==> src/pmrd_pkg.sv <==
package pmrd_pkg;

  localparam int CH_W     = 8;
  localparam int NUM_W    = 17;
  localparam int HUE_W    = 9;
  localparam int BRIGHT_W = 7;
  localparam int CNT_W    = 21;
  localparam int DIV_W    = 16;
  localparam int CFG_IDX_W = 2;

  localparam logic [CFG_IDX_W-1:0] CFG_CHANGE_RANGE   = 2'd0;
  localparam logic [CFG_IDX_W-1:0] CFG_MOTION_DIVISOR = 2'd1;
  localparam logic [CFG_IDX_W-1:0] CFG_COLOUR_DIVISOR = 2'd2;

  localparam logic [CH_W-1:0]  CHANGE_RANGE_RST = 8'd16;
  localparam logic [DIV_W-1:0] DIVISOR_RST      = 16'd4;

  localparam logic [NUM_W-1:0] DEG_60  = 17'd60;
  localparam logic [NUM_W-1:0] DEG_120 = 17'd120;
  localparam logic [NUM_W-1:0] DEG_240 = 17'd240;
  localparam logic [NUM_W-1:0] DEG_360 = 17'd360;

  localparam logic [HUE_W-1:0]    HUE_RED_MIN    = 9'd340;
  localparam logic [BRIGHT_W-1:0] BRIGHT_RED_MIN = 7'd70;
  localparam logic [14:0]         BRIGHT_SCALE   = 15'd100;

  typedef struct packed {
    logic capture;
    logic upd;
    logic mul;
    logic fin;
  } dp_cmd_t;

  typedef struct packed {
    logic div_done;
  } dp_stat_t;

endpackage

==> src/pixel_motion_and_red_detect_unit.sv <==
// Pixel motion and red detector. Each input transaction carries one pixel of
// the current frame, the matching reference pixel and a last-of-frame mark;
// each yields exactly one result with the HSV hue (0..359) and value
// (0..100), a per-pixel change flag, a red-hit flag and, on the last pixel,
// the frame's motion and colour decisions, after which the frame counters
// clear. One pixel is processed at a time: each accepted pixel passes through
// the 9-step hue divider and then the counter-update, threshold-multiply and
// output-load steps, the last held until the previous result is taken. The
// output register lets a new pixel be accepted while the previous result is
// still waiting to be taken. Configuration writes are always ready and should
// only be issued while no pixel is in flight.
module pixel_motion_and_red_detect_unit #(
  parameter int MAX_FRAME_PIXELS = 1048576
) (
  input  logic                                 clk,
  input  logic                                 rst_n,
  input  logic                                 cfg_valid,
  output logic                                 cfg_ready,
  input  logic [pmrd_pkg::CFG_IDX_W-1:0]       cfg_index,
  input  logic [pmrd_pkg::DIV_W-1:0]           cfg_data,
  input  logic                                 in_valid,
  output logic                                 in_ready,
  input  logic [pmrd_pkg::CH_W-1:0]            in_cur_r,
  input  logic [pmrd_pkg::CH_W-1:0]            in_cur_g,
  input  logic [pmrd_pkg::CH_W-1:0]            in_cur_b,
  input  logic [pmrd_pkg::CH_W-1:0]            in_ref_r,
  input  logic [pmrd_pkg::CH_W-1:0]            in_ref_g,
  input  logic [pmrd_pkg::CH_W-1:0]            in_ref_b,
  input  logic                                 in_last_pixel,
  output logic                                 out_valid,
  input  logic                                 out_ready,
  output logic [pmrd_pkg::HUE_W-1:0]           out_hue,
  output logic [pmrd_pkg::BRIGHT_W-1:0]        out_brightness,
  output logic                                 out_pixel_changed,
  output logic                                 out_red_hit,
  output logic                                 out_frame_done,
  output logic                                 out_motion_detected,
  output logic                                 out_colour_detected
);

  pmrd_pkg::dp_cmd_t  cmd;
  pmrd_pkg::dp_stat_t stat;

  assign cfg_ready = 1'b1;

  pmrd_ctrl u_ctrl (
    .clk       (clk),
    .rst_n     (rst_n),
    .in_valid  (in_valid),
    .in_ready  (in_ready),
    .out_valid (out_valid),
    .out_ready (out_ready),
    .cmd       (cmd),
    .stat      (stat)
  );

  pmrd_dpath #(
    .MAX_FRAME_PIXELS (MAX_FRAME_PIXELS)
  ) u_dpath (
    .clk             (clk),
    .rst_n           (rst_n),
    .cmd             (cmd),
    .stat            (stat),
    .cfg_we          (cfg_valid && cfg_ready),
    .cfg_index       (cfg_index),
    .cfg_data        (cfg_data),
    .cur_r           (in_cur_r),
    .cur_g           (in_cur_g),
    .cur_b           (in_cur_b),
    .ref_r           (in_ref_r),
    .ref_g           (in_ref_g),
    .ref_b           (in_ref_b),
    .last_pixel      (in_last_pixel),
    .hue             (out_hue),
    .brightness      (out_brightness),
    .pixel_changed   (out_pixel_changed),
    .red_hit         (out_red_hit),
    .frame_done      (out_frame_done),
    .motion_detected (out_motion_detected),
    .colour_detected (out_colour_detected)
  );

endmodule

==> src/pmrd_hue_div.sv <==
module pmrd_hue_div (
  input  logic                           clk,
  input  logic                           rst_n,
  input  logic                           start,
  input  logic [pmrd_pkg::NUM_W-1:0]     num,
  input  logic [pmrd_pkg::CH_W-1:0]      den,
  output logic                           done,
  output logic [pmrd_pkg::HUE_W-1:0]     quot
);

  localparam int QW    = pmrd_pkg::HUE_W;
  localparam int CH    = pmrd_pkg::CH_W;
  localparam int CNT_W = $clog2(QW + 1);

  logic             busy_r, busy_nxt;
  logic             done_r, done_nxt;
  logic [CNT_W-1:0] cnt_r, cnt_nxt;
  logic [CH-1:0]    rem_r;
  logic [QW-1:0]    low_r;
  logic [CH-1:0]    den_r;
  logic [QW-1:0]    quot_r;
  logic [CH:0]      trial;
  logic             take;

  // quotient is below 512, so the top bits of num already sit below den
  assign trial = {rem_r, low_r[QW-1]};
  assign take  = (trial >= {1'b0, den_r});

  always_comb begin
    busy_nxt = busy_r;
    done_nxt = done_r;
    cnt_nxt  = cnt_r;
    if (start) begin
      busy_nxt = 1'b1;
      done_nxt = 1'b0;
      cnt_nxt  = CNT_W'(QW);
    end else if (busy_r) begin
      cnt_nxt = cnt_r - 1'b1;
      if (cnt_r == CNT_W'(1)) begin
        busy_nxt = 1'b0;
        done_nxt = 1'b1;
      end
    end
  end

  always_ff @(posedge clk) begin
    if (!rst_n) begin
      busy_r <= 1'b0;
      done_r <= 1'b0;
      cnt_r  <= '0;
    end else begin
      busy_r <= busy_nxt;
      done_r <= done_nxt;
      cnt_r  <= cnt_nxt;
    end
  end

  always_ff @(posedge clk) begin
    if (start) begin
      rem_r  <= num[pmrd_pkg::NUM_W-1:QW];
      low_r  <= num[QW-1:0];
      den_r  <= den;
      quot_r <= '0;
    end else if (busy_r) begin
      rem_r  <= take ? CH'(trial - {1'b0, den_r}) : trial[CH-1:0];
      low_r  <= {low_r[QW-2:0], 1'b0};
      quot_r <= {quot_r[QW-2:0], take};
    end
  end

  assign done = done_r;
  assign quot = quot_r;

endmodule

==> src/pmrd_dpath.sv <==
module pmrd_dpath #(
  parameter int MAX_FRAME_PIXELS = 1048576
) (
  input  logic                              clk,
  input  logic                              rst_n,
  input  pmrd_pkg::dp_cmd_t                 cmd,
  output pmrd_pkg::dp_stat_t                stat,
  input  logic                              cfg_we,
  input  logic [pmrd_pkg::CFG_IDX_W-1:0]    cfg_index,
  input  logic [pmrd_pkg::DIV_W-1:0]        cfg_data,
  input  logic [pmrd_pkg::CH_W-1:0]         cur_r,
  input  logic [pmrd_pkg::CH_W-1:0]         cur_g,
  input  logic [pmrd_pkg::CH_W-1:0]         cur_b,
  input  logic [pmrd_pkg::CH_W-1:0]         ref_r,
  input  logic [pmrd_pkg::CH_W-1:0]         ref_g,
  input  logic [pmrd_pkg::CH_W-1:0]         ref_b,
  input  logic                              last_pixel,
  output logic [pmrd_pkg::HUE_W-1:0]        hue,
  output logic [pmrd_pkg::BRIGHT_W-1:0]     brightness,
  output logic                              pixel_changed,
  output logic                              red_hit,
  output logic                              frame_done,
  output logic                              motion_detected,
  output logic                              colour_detected
);

  localparam int CH   = pmrd_pkg::CH_W;
  localparam int NW   = pmrd_pkg::NUM_W;
  localparam int CW   = pmrd_pkg::CNT_W;
  localparam int DW   = pmrd_pkg::DIV_W;
  localparam int PW   = CW + DW;
  localparam longint CNT_MAX = (longint'(1) << CW) - 1;
  localparam logic [CW-1:0] CNT_CAP =
    (longint'(MAX_FRAME_PIXELS) < CNT_MAX) ? CW'(MAX_FRAME_PIXELS) : {CW{1'b1}};

  // configuration
  logic [CH-1:0] change_range_r;
  logic [DW-1:0] motion_div_r;
  logic [DW-1:0] colour_div_r;

  always_ff @(posedge clk) begin
    if (!rst_n) begin
      change_range_r <= pmrd_pkg::CHANGE_RANGE_RST;
      motion_div_r   <= pmrd_pkg::DIVISOR_RST;
      colour_div_r   <= pmrd_pkg::DIVISOR_RST;
    end else if (cfg_we) begin
      case (cfg_index)
        pmrd_pkg::CFG_CHANGE_RANGE:   change_range_r <= cfg_data[CH-1:0];
        pmrd_pkg::CFG_MOTION_DIVISOR: motion_div_r   <= cfg_data;
        pmrd_pkg::CFG_COLOUR_DIVISOR: colour_div_r   <= cfg_data;
        default: ;
      endcase
    end
  end

  // hue numerator and denominator, straight from the input ports
  logic [CH-1:0] mx, mn, dlt;
  logic [NW-1:0] d17, num, r17, g17, b17;
  logic [CH-1:0] den;

  always_comb begin
    mx = (cur_r > cur_b) ? cur_r : cur_b;
    if (cur_g > mx) mx = cur_g;
    mn = (cur_r < cur_b) ? cur_r : cur_b;
    if (cur_g < mn) mn = cur_g;
    dlt = mx - mn;
    d17 = NW'(dlt);
    r17 = NW'(cur_r);
    g17 = NW'(cur_g);
    b17 = NW'(cur_b);
    den = dlt;
    if (dlt == '0) begin
      // gray pixel gets hue zero
      num = '0;
      den = CH'(1);
    end else if (mx == cur_r) begin
      if (cur_g >= cur_b) num = pmrd_pkg::DEG_60 * (g17 - b17);
      else num = pmrd_pkg::DEG_360 * d17 - pmrd_pkg::DEG_60 * (b17 - g17);
    end else if (mx == cur_g) begin
      if (cur_b >= cur_r) num = pmrd_pkg::DEG_120 * d17 + pmrd_pkg::DEG_60 * (b17 - r17);
      else num = pmrd_pkg::DEG_120 * d17 - pmrd_pkg::DEG_60 * (r17 - b17);
    end else begin
      if (cur_r >= cur_g) num = pmrd_pkg::DEG_240 * d17 + pmrd_pkg::DEG_60 * (r17 - g17);
      else num = pmrd_pkg::DEG_240 * d17 - pmrd_pkg::DEG_60 * (g17 - r17);
    end
  end

  logic                         div_done;
  logic [pmrd_pkg::HUE_W-1:0]   div_quot;

  pmrd_hue_div u_div (
    .clk   (clk),
    .rst_n (rst_n),
    .start (cmd.capture),
    .num   (num),
    .den   (den),
    .done  (div_done),
    .quot  (div_quot)
  );

  assign stat.div_done = div_done;

  // brightness: floor(x / 255) as (x + 1 + (x >> 8)) >> 8, exact below 65535
  logic [14:0]                   bx;
  logic [15:0]                   bsum;
  logic [pmrd_pkg::BRIGHT_W-1:0] bright;

  assign bx     = 15'(mx) * pmrd_pkg::BRIGHT_SCALE;
  assign bsum   = 16'(bx) + 16'd1 + 16'(bx[14:8]);
  assign bright = bsum[14:8];

  // change test per channel
  function automatic logic far_from(input logic [7:0] c, input logic [7:0] r,
                                    input logic [7:0] rng);
    logic [7:0] diff;
    diff = (c >= r) ? (c - r) : (r - c);
    return (diff >= rng);
  endfunction

  logic changed;
  assign changed = far_from(cur_r, ref_r, change_range_r) |
                   far_from(cur_g, ref_g, change_range_r) |
                   far_from(cur_b, ref_b, change_range_r);

  logic [pmrd_pkg::BRIGHT_W-1:0] bright_r;
  logic                          changed_r;
  logic                          last_r;
  logic                          hit_r;

  always_ff @(posedge clk) begin
    if (cmd.capture) begin
      bright_r  <= bright;
      changed_r <= changed;
      last_r    <= last_pixel;
    end
  end

  logic hit;
  assign hit = (div_quot >= pmrd_pkg::HUE_RED_MIN) &&
               (bright_r >= pmrd_pkg::BRIGHT_RED_MIN);

  // frame counters
  logic [CW-1:0] pix_r, pix_nxt;
  logic [CW-1:0] chg_r, chg_nxt;
  logic [CW-1:0] hcnt_r, hcnt_nxt;

  function automatic logic [CW-1:0] sat_inc(input logic [CW-1:0] c);
    return (c < CNT_CAP) ? (c + 1'b1) : CNT_CAP;
  endfunction

  always_comb begin
    pix_nxt  = pix_r;
    chg_nxt  = chg_r;
    hcnt_nxt = hcnt_r;
    if (cmd.upd) begin
      pix_nxt = sat_inc(pix_r);
      if (changed_r) chg_nxt = sat_inc(chg_r);
      if (hit) hcnt_nxt = sat_inc(hcnt_r);
    end else if (cmd.fin && last_r) begin
      pix_nxt  = '0;
      chg_nxt  = '0;
      hcnt_nxt = '0;
    end
  end

  always_ff @(posedge clk) begin
    if (!rst_n) begin
      pix_r  <= '0;
      chg_r  <= '0;
      hcnt_r <= '0;
    end else begin
      pix_r  <= pix_nxt;
      chg_r  <= chg_nxt;
      hcnt_r <= hcnt_nxt;
    end
  end

  always_ff @(posedge clk) begin
    if (cmd.upd) hit_r <= hit;
  end

  // count > floor(pix / div) holds exactly when count * div > pix
  logic [DW-1:0] md_eff, cd_eff;
  logic [PW-1:0] prod_m_r, prod_c_r;

  assign md_eff = (motion_div_r == '0) ? DW'(1) : motion_div_r;
  assign cd_eff = (colour_div_r == '0) ? DW'(1) : colour_div_r;

  always_ff @(posedge clk) begin
    if (cmd.mul) begin
      prod_m_r <= PW'(chg_r) * PW'(md_eff);
      prod_c_r <= PW'(hcnt_r) * PW'(cd_eff);
    end
  end

  // output register
  always_ff @(posedge clk) begin
    if (cmd.fin) begin
      hue             <= div_quot;
      brightness      <= bright_r;
      pixel_changed   <= changed_r;
      red_hit         <= hit_r;
      frame_done      <= last_r;
      motion_detected <= last_r && (prod_m_r > PW'(pix_r));
      colour_detected <= last_r && (prod_c_r > PW'(pix_r));
    end
  end

endmodule

==> src/pmrd_ctrl.sv <==
module pmrd_ctrl (
  input  logic                clk,
  input  logic                rst_n,
  input  logic                in_valid,
  output logic                in_ready,
  output logic                out_valid,
  input  logic                out_ready,
  output pmrd_pkg::dp_cmd_t   cmd,
  input  pmrd_pkg::dp_stat_t  stat
);

  localparam logic [2:0] S_IDLE = 3'd0;
  localparam logic [2:0] S_DIV  = 3'd1;
  localparam logic [2:0] S_UPD  = 3'd2;
  localparam logic [2:0] S_MUL  = 3'd3;
  localparam logic [2:0] S_FIN  = 3'd4;

  logic [2:0] state_r, state_nxt;
  logic       out_valid_r, out_valid_nxt;
  logic       slot_free;

  assign slot_free = !out_valid_r || out_ready;

  always_comb begin
    state_nxt   = state_r;
    cmd.capture = 1'b0;
    cmd.upd     = 1'b0;
    cmd.mul     = 1'b0;
    cmd.fin     = 1'b0;
    case (state_r)
      S_IDLE: begin
        if (in_valid) begin
          cmd.capture = 1'b1;
          state_nxt   = S_DIV;
        end
      end
      S_DIV: begin
        if (stat.div_done) state_nxt = S_UPD;
      end
      S_UPD: begin
        cmd.upd   = 1'b1;
        state_nxt = S_MUL;
      end
      S_MUL: begin
        cmd.mul   = 1'b1;
        state_nxt = S_FIN;
      end
      S_FIN: begin
        // hold here until the previous result has been taken
        if (slot_free) begin
          cmd.fin   = 1'b1;
          state_nxt = S_IDLE;
        end
      end
      default: state_nxt = S_IDLE;
    endcase
  end

  always_comb begin
    out_valid_nxt = out_valid_r;
    if (cmd.fin) out_valid_nxt = 1'b1;
    else if (out_ready) out_valid_nxt = 1'b0;
  end

  always_ff @(posedge clk) begin
    if (!rst_n) begin
      state_r     <= S_IDLE;
      out_valid_r <= 1'b0;
    end else begin
      state_r     <= state_nxt;
      out_valid_r <= out_valid_nxt;
    end
  end

  assign in_ready  = (state_r == S_IDLE);
  assign out_valid = out_valid_r;

endmodule

==> config.mk <==
export PLATFORM = sky130hd
export DESIGN_NAME = pixel_motion_and_red_detect_unit
export DESIGN_NICKNAME = d
export VERILOG_FILES = /design/src/pmrd_pkg.sv /design/src/pixel_motion_and_red_detect_unit.sv /design/src/pmrd_hue_div.sv /design/src/pmrd_dpath.sv /design/src/pmrd_ctrl.sv
export SDC_FILE = /design/constraint.sdc
export NUM_CORES = 2
export LEC_CHECK = 0
export BUFFER_PORTS_ARGS = -buffer_cell sky130_fd_sc_hd__buf_2
export CELL_PAD_IN_SITES_DETAIL_PLACEMENT = 1
export CELL_PAD_IN_SITES_GLOBAL_PLACEMENT = 1
export CORE_MARGIN = 1
export CORE_UTILIZATION = 39
export DETAILED_ROUTE_END_ITERATION = 7
export PLACE_DENSITY_LB_ADDON = 0.1
export SYNTH_ARGS = -nofsm -noshare
export SYNTH_HDL_FRONTEND = slang
export SYNTH_HIERARCHICAL = 1
export SYNTH_SLANG_ARGS = --single-unit
export TNS_END_PERCENT = 1
==> constraint.sdc <==
create_clock -name clk -period 16.15 [get_ports clk]
set_clock_uncertainty 0.1 [all_clocks]
set_input_delay 0.8075 -clock clk [delete_from_list [all_inputs] [get_ports clk]]
set_output_delay 0.8075 -clock clk [all_outputs]
set_load 0.01 [all_outputs]
# Yosys cells after proc, flatten, opt, wreduce, memory -nomap -nowiden

Index checks and enable logic that the tools add are counted.
Widths: inputs -> output; s select.

Flip-flop bits (word level): 252
Output and inout port bits: 24
Logic and storage cells: 172
Input port bits: 72

Bitwise operators: 3
Muxes and demuxes: 46
Add/sub/neg operators: 25
Reduce and logical (&&, ||, !) cells: 22
$mul: 12
Equality and inequality tests: 14
Order comparisons: 21

Operators with widths:

| operator              | number |
|---|---|
| $mux 21               | 9 |
| $mul 4x17->15 const A | 6 |
| $mux 17               | 6 |
| $mux 8                | 10 |
| $gt 37x21->1          | 2 |
| $mul 21x16->37        | 2 |
| $ge 8x8->1            | 9 |
| $sub 8x8->8           | 8 |
| $add 21x1->21 const B | 3 |
| $lt 21x21->1 const B  | 3 |
| $sub 8x8->9           | 6 |
| $logic_not 16->1      | 2 |
| $mux 16               | 2 |
| $mul 4x8->12 const A  | 2 |
| $mux 9                | 2 |
| $add 15x17->17        | 1 |
| $add 16x17->17        | 1 |
| $sub 15x17->17        | 1 |
| $sub 16x17->17        | 1 |
| $sub 17x17->17        | 1 |
| $eq 8x8->1            | 2 |
| $gt 8x8->1            | 2 |
| $lt 8x8->1            | 2 |
| $add 15x1->15 const B | 1 |
| other kinds (31)      | 59 |

# Depth between registers and ports, before layout

Depth after elaboration: 12
Depth in mapped cells: 52

# Hierarchy

The synthesis kept the hierarchy.

By module, submodules not included:

| module                           | sequential area each (sq um) | area each (sq um) | cells an instance | instances |
|---|---|---|---|---|
| pmrd_dpath                       | 5215.0                       | 45962.8           | 5308              | 1 |
| pmrd_hue_div                     | 1051.0                       | 2113.3            | 187               | 1 |
| pmrd_ctrl                        | 80.1                         | 224.0             | 23                | 1 |
| pixel_motion_and_red_detect_unit | 0.0                          | 11.3              | 2                 | 1 |

# Worst setup path after synthesis

Ideal clock, no wire load.

Path kind: input to register
Start: in in_cur_r[6] (netlist bit)
End: reg u_dpath.u_div.rem_r[7] (data pin)
Slack: 5.572 ns
Buffers on the path: 5
Setup time: 0.140 ns
Cell stages on the path: 49
Data arrival time: 10.337 ns
Cell sequence: inv_1 > ha_1 > buf_4 > a21o_1 > a221oi_4 > and2_1 > buf_2 > mux2i_1 > ha_1 > a2111oi_0 > a21bo_2 > a41oi_1 > o21ai_1 > clkbuf_1 > clkbuf_1 > nand2_1 > o21ai_0 > ha_1 > [... 13 more ...] > fa_1 > inv_1 > a21oi_1 > o21ai_0 > a21oi_1 > o21bai_1 > xor2_1 > ha_1 > or3_1 > a211o_1 > a41oi_1 > xnor2_1 > nor2_1 > nor3_1 > a211oi_1 > inv_1 > a22o_1 > a21oi_2

Longest elaborated chain between the ends: 12

Ends and longest elaborated chain:

| what                                         | line                                   | RTL |
|---|---|---|
| start, declared                              | pixel_motion_and_red_detect_unit.sv:23 | `input logic [pmrd_pkg::CH_W-1:0] in_cur_r,` |
| $gt 8x8->1 or $lt 8x8->1 (tied branches)     | pmrd_dpath.sv:62, pmrd_dpath.sv:64     |  |
| $mux 8 (on tied branches)                    | pmrd_dpath.sv:62, pmrd_dpath.sv:64     |  |
| $gt 8x8->1 or $lt 8x8->1 (tied branches)     | pmrd_dpath.sv:63, pmrd_dpath.sv:65     |  |
| $mux 8 (on tied branches)                    | pmrd_dpath.sv:63, pmrd_dpath.sv:65     |  |
| $sub 8x8->8                                  | pmrd_dpath.sv:66                       | `dlt = mx - mn;` |
| $mul 4x8->12                                 | n/a                                    |  |
| $sub 16x17->17, or another cell as far along | pmrd_dpath.sv:84                       | `else num = pmrd_pkg::DEG_240 * d17 - pmrd_pkg::DEG_60 * (g17 - r17);` |
| $mux 17 (on tied branches)                   | pmrd_dpath.sv:83, pmrd_dpath.sv:80     |  |
| $mux 17                                      | pmrd_dpath.sv:79                       | `end else if (mx == cur_g) begin` |
| $mux 17                                      | pmrd_dpath.sv:76                       | `end else if (mx == cur_r) begin` |
| $mux 17 (*)                                  | pmrd_dpath.sv:72                       | `if (dlt == '0) begin` |
| via u_dpath.num[16]                          | pmrd_dpath.sv:58                       | `logic [NW-1:0] d17, num, r17, g17, b17;` |
| $mux 8 (*)                                   | pmrd_hue_div.sv:59                     | `if (start) begin` |
| end signal, assigned                         | pmrd_hue_div.sv:60                     | `rem_r <= num[pmrd_pkg::NUM_W-1:QW];` |
| end signal, assigned                         | pmrd_hue_div.sv:65                     | `rem_r <= take ? CH'(trial - {1'b0, den_r}) : trial[CH-1:0];` |
| end, declared                                | pmrd_hue_div.sv:18                     | `logic [CH-1:0] rem_r;` |

Mark *: on every way through the listed nets, which the timed path passes. The rest lies on a longest branch.
A chain may end at the register's enable or synchronous reset.

# Worst setup path in the final report

Start: in in_cur_r[1] (netlist bit)
End: reg u_dpath.u_div.rem_r[7] (data pin)

Same word-level chain as after synthesis.

==> flow_summary.json <==
{
  "worstSetupPathType": "in -> reg",
  "synth_warnings": 6,
  "fin_crit_ns": 12.03,
  "via_per_inst": 5.24,
  "slew_viol_final": 0,
  "antenna_left": 0,
  "clockRootBuffer": "clkbuf_16",
  "place_congestion": 0.914,
  "setup_violations": 0,
  "cp_common_cell": "inv_1",
  "grt_pass1_vias": 41076,
  "crit_fanout": 11,
  "cts_resized": 0,
  "slowest_stage": "xor2_1",
  "dr.pass1.iters": 5,
  "num-fill-cells": 14385,
  "grt_start_max_net_pins": 84,
  "ys_ff_latch": 252,
  "synth_area_um2": 48300,
  "maxCapViolCount": 0,
  "drtIter0Drc": 1803,
  "start_util": 0.395,
  "wl_per_cell_um": 20.7,
  "end_kind": "flip-flop",
  "ios": 96,
  "place_ws_ns": 3.82,
  "drt-total-wl_um": 148000,
  "gr-total-overflow": 0,
  "outcome": "finished clean",
  "grt_first_pass_wirelength_um": 236000,
  "critPathArrivalTime_ns": 12.34,
  "synth_cells": 5520,
  "max_freq_mhz": 83.1,
  "track_usage": 0.241,
  "setup_slack_ns": 4.12,
  "areaGrowthSynthToFinish_pct": 6.86,
  "multi_input_area_um2": 37500,
  "rows": 128,
  "worst_slew_pin_slew_ns": 1.18,
  "die_y_um": 354,
  "cts_num_sinks": 252,
  "period_share": 0.745,
  "timing.slew.headroom": 0.213,
  "postCtsSetupBuffers": 0,
  "cts_buffers": 35,
  "seqCellArea_um2": 6350,
  "cp-start-kind": "input pin",
  "crit_path_max_incr_delay_ns": 0.86,
  "async_flop_share": 0,
  "required_ns": 16.47,
  "cts_hold_buf": 0,
  "clock_path_buffers": 3,
  "cts_tree": "done",
  "cts_max_level": 2,
  "die_x_um": 354,
  "synth_edf_count": 130,
  "hp-class": "in -> reg",
  "syn_avg_cell_area_um2": 8.75,
  "vias": 37466,
  "antenna_found_initial": 10,
  "synthFlopType": "edfxtp_1",
  "nets": 6841,
  "clk_pin_slew_ns": 0.06,
  "drc": 0,
  "dieArea_um2": 125000,
  "yosysSeqAreaShare": 0.131,
  "fp.coreArea_um2": 122000,
  "fin_cells": 7150,
  "grt_setup_unrepaired": "false",
  "tns_ns": 0,
  "dp_cells": 7086,
  "dp_hpwl_um": 122000,
  "hold_violations": 0,
  "synth_cell_types": 100,
  "clkLatencyLatePin_ns": 0.57,
  "layout-drive-gt1-share": 0.0549,
  "numPortBuffers": 94
}
==> cells in the final DEF, fill, tap and decap left out, types with 30 or more instances in the layout <==
master | Yosys | routed
inv_1 | 960 | 959
fa_1 | 656 | 656
nand2_1 | 640 | 640
ha_1 | 615 | 615
a21oi_1 | 302 | 302
nor2_1 | 262 | 262
and2_1 | 261 | 260
xnor2_1 | 228 | 227
o21ai_0 | 158 | 157
edfxtp_1 | 130 | 130
dfxtp_1 | 122 | 122
a21o_1 | 112 | 112
buf_2 | 12 | 94
xor2_1 | 83 | 83
buf_4 | 4 | 71
o21bai_1 | 64 | 64
nor3_1 | 60 | 60
nand3_1 | 59 | 59
mux2i_1 | 56 | 56
nor2b_1 | 44 | 43
and3_1 | 40 | 40
nand2b_1 | 38 | 38
clkbuf_16 | 0 | 37
o21a_1 | 30 | 30
a31oi_1 | 30 | 30
==> Yosys cell counts, types with 10 or more instances <==
library cell	number	area, µm²
or3_1	10	62.6
nor2b_1	44	275
a22oi_1	17	128
nor4_1	21	131
and3_1	40	250
mux2i_1	56	561
a21oi_1	302	1510
nand2b_1	38	238
nor2_1	262	983
o21ai_0	158	791
a31oi_1	30	188
edfxtp_1	130	3900
o21a_1	30	225
fa_1	656	13100
nand2_1	640	2400
a21o_1	112	841
a211oi_1	26	195
and2_1	261	1630
xnor2_1	228	2000
nand4_1	27	169
a311oi_1	18	158
xor2_1	83	727
nand3_1	59	295
nand3b_1	12	90.1
ha_1	615	7690
o21bai_1	64	480
inv_1	960	3600
or2_2	11	68.8
clkbuf_1	197	739
mux2_2	17	191
o211ai_1	20	150
a21boi_0	10	75.1
nor3_1	60	300
buf_2	12	60.1
a211o_1	17	149
dfxtp_1	122	2440
==> cell type report <==
cell class	count	share of cell area
flip-flops and latches	252	0.123
repair buffers	165	0.0194
multi-input cells	4083	0.726
diodes	1	0.0000485
inverters	961	0.0699
clock inverters	16	0.00271
clock buffers	47	0.0191
well taps	1625	0.0394
==> registers in the layout (all words and copies together), names as in the netlist, 9 cells and up <==
| register | flops |
|---|---|
| u_dpath/prod_m_r | 37 |
| u_dpath/u_div/quot | 9 |
| u_dpath/hcnt_r | 21 |
| u_dpath/pix_r | 21 |
| u_dpath/colour_div_r | 16 |
| u_dpath/chg_r | 21 |
| u_dpath/u_div/low_r | 9 |
| u_dpath/prod_c_r | 37 |
| u_dpath/motion_div_r | 16 |
| u_dpath/hue | 9 |
==> worst paths after layout <==
path | startpoint | endpoint | slack [ns] | depth (start not counted)
worst max register to register | u_dpath/colour_div_r[5] | u_dpath/prod_c_r[35] | 8.17 | 22
worst min register to register | u_dpath/hit_r | u_dpath/red_hit | 0.33 | 0
worst min-delay path | in_last_pixel | u_dpath/last_r | 0.32 | 1
worst max-delay path | in_cur_r[1] | u_dpath/u_div/rem_r[7] | 4.12 | 45
==> routing by layer <==
layer | GRT usage | vias up | share of wire
met5 | 0 | - | 0.000094
met4 | 0.0568 | 4 | 0.025
met3 | 0.0193 | 155 | 0.028
met2 | 0.423 | 459 | 0.49
met1 | 0.320 | 19153 | 0.46
li1 | - | 17695 | -
==> logic make-up after synthesis <==
kind of cell | synth area share
buffers and inverters | 0.0932
adder cells (fa/ha/maj) | 0.432
multiplexers | 0.0159
AND/OR/NAND/NOR | 0.149
XOR/XNOR | 0.0579
AO/OA/AOI/OAI | 0.121
flip-flops | 0.131
other | 0.000155
==> metrics by stage <==
step | hold slack, ns | utilization | cell area, µm²
floorplan | 0.300 | - | 48300
global placement | 0.301 | 0.413 | 50500
detailed placement | 0.307 | 0.413 | 50500
CTS | 0.295 | 0.422 | 51600
global route | 0.320 | 0.422 | 51600
finish | 0.325 | 0.422 | 51600
==> worst max-delay path, delay by kind of cell <==
| family | cells | cell delay [ns] |
|---|---|---|
| compound gates | 15 | 3.51 |
| fa+ha+maj | 10 | 3.22 |
| simple gates | 6 | 1.45 |
| mux | 2 | 1.21 |
| buf+inv | 9 | 1.07 |
| xor+xnor | 3 | 1.06 |
Power is not shown: default switching activity piles up to over one toggle a cycle in this logic, so the estimate is an artifact.
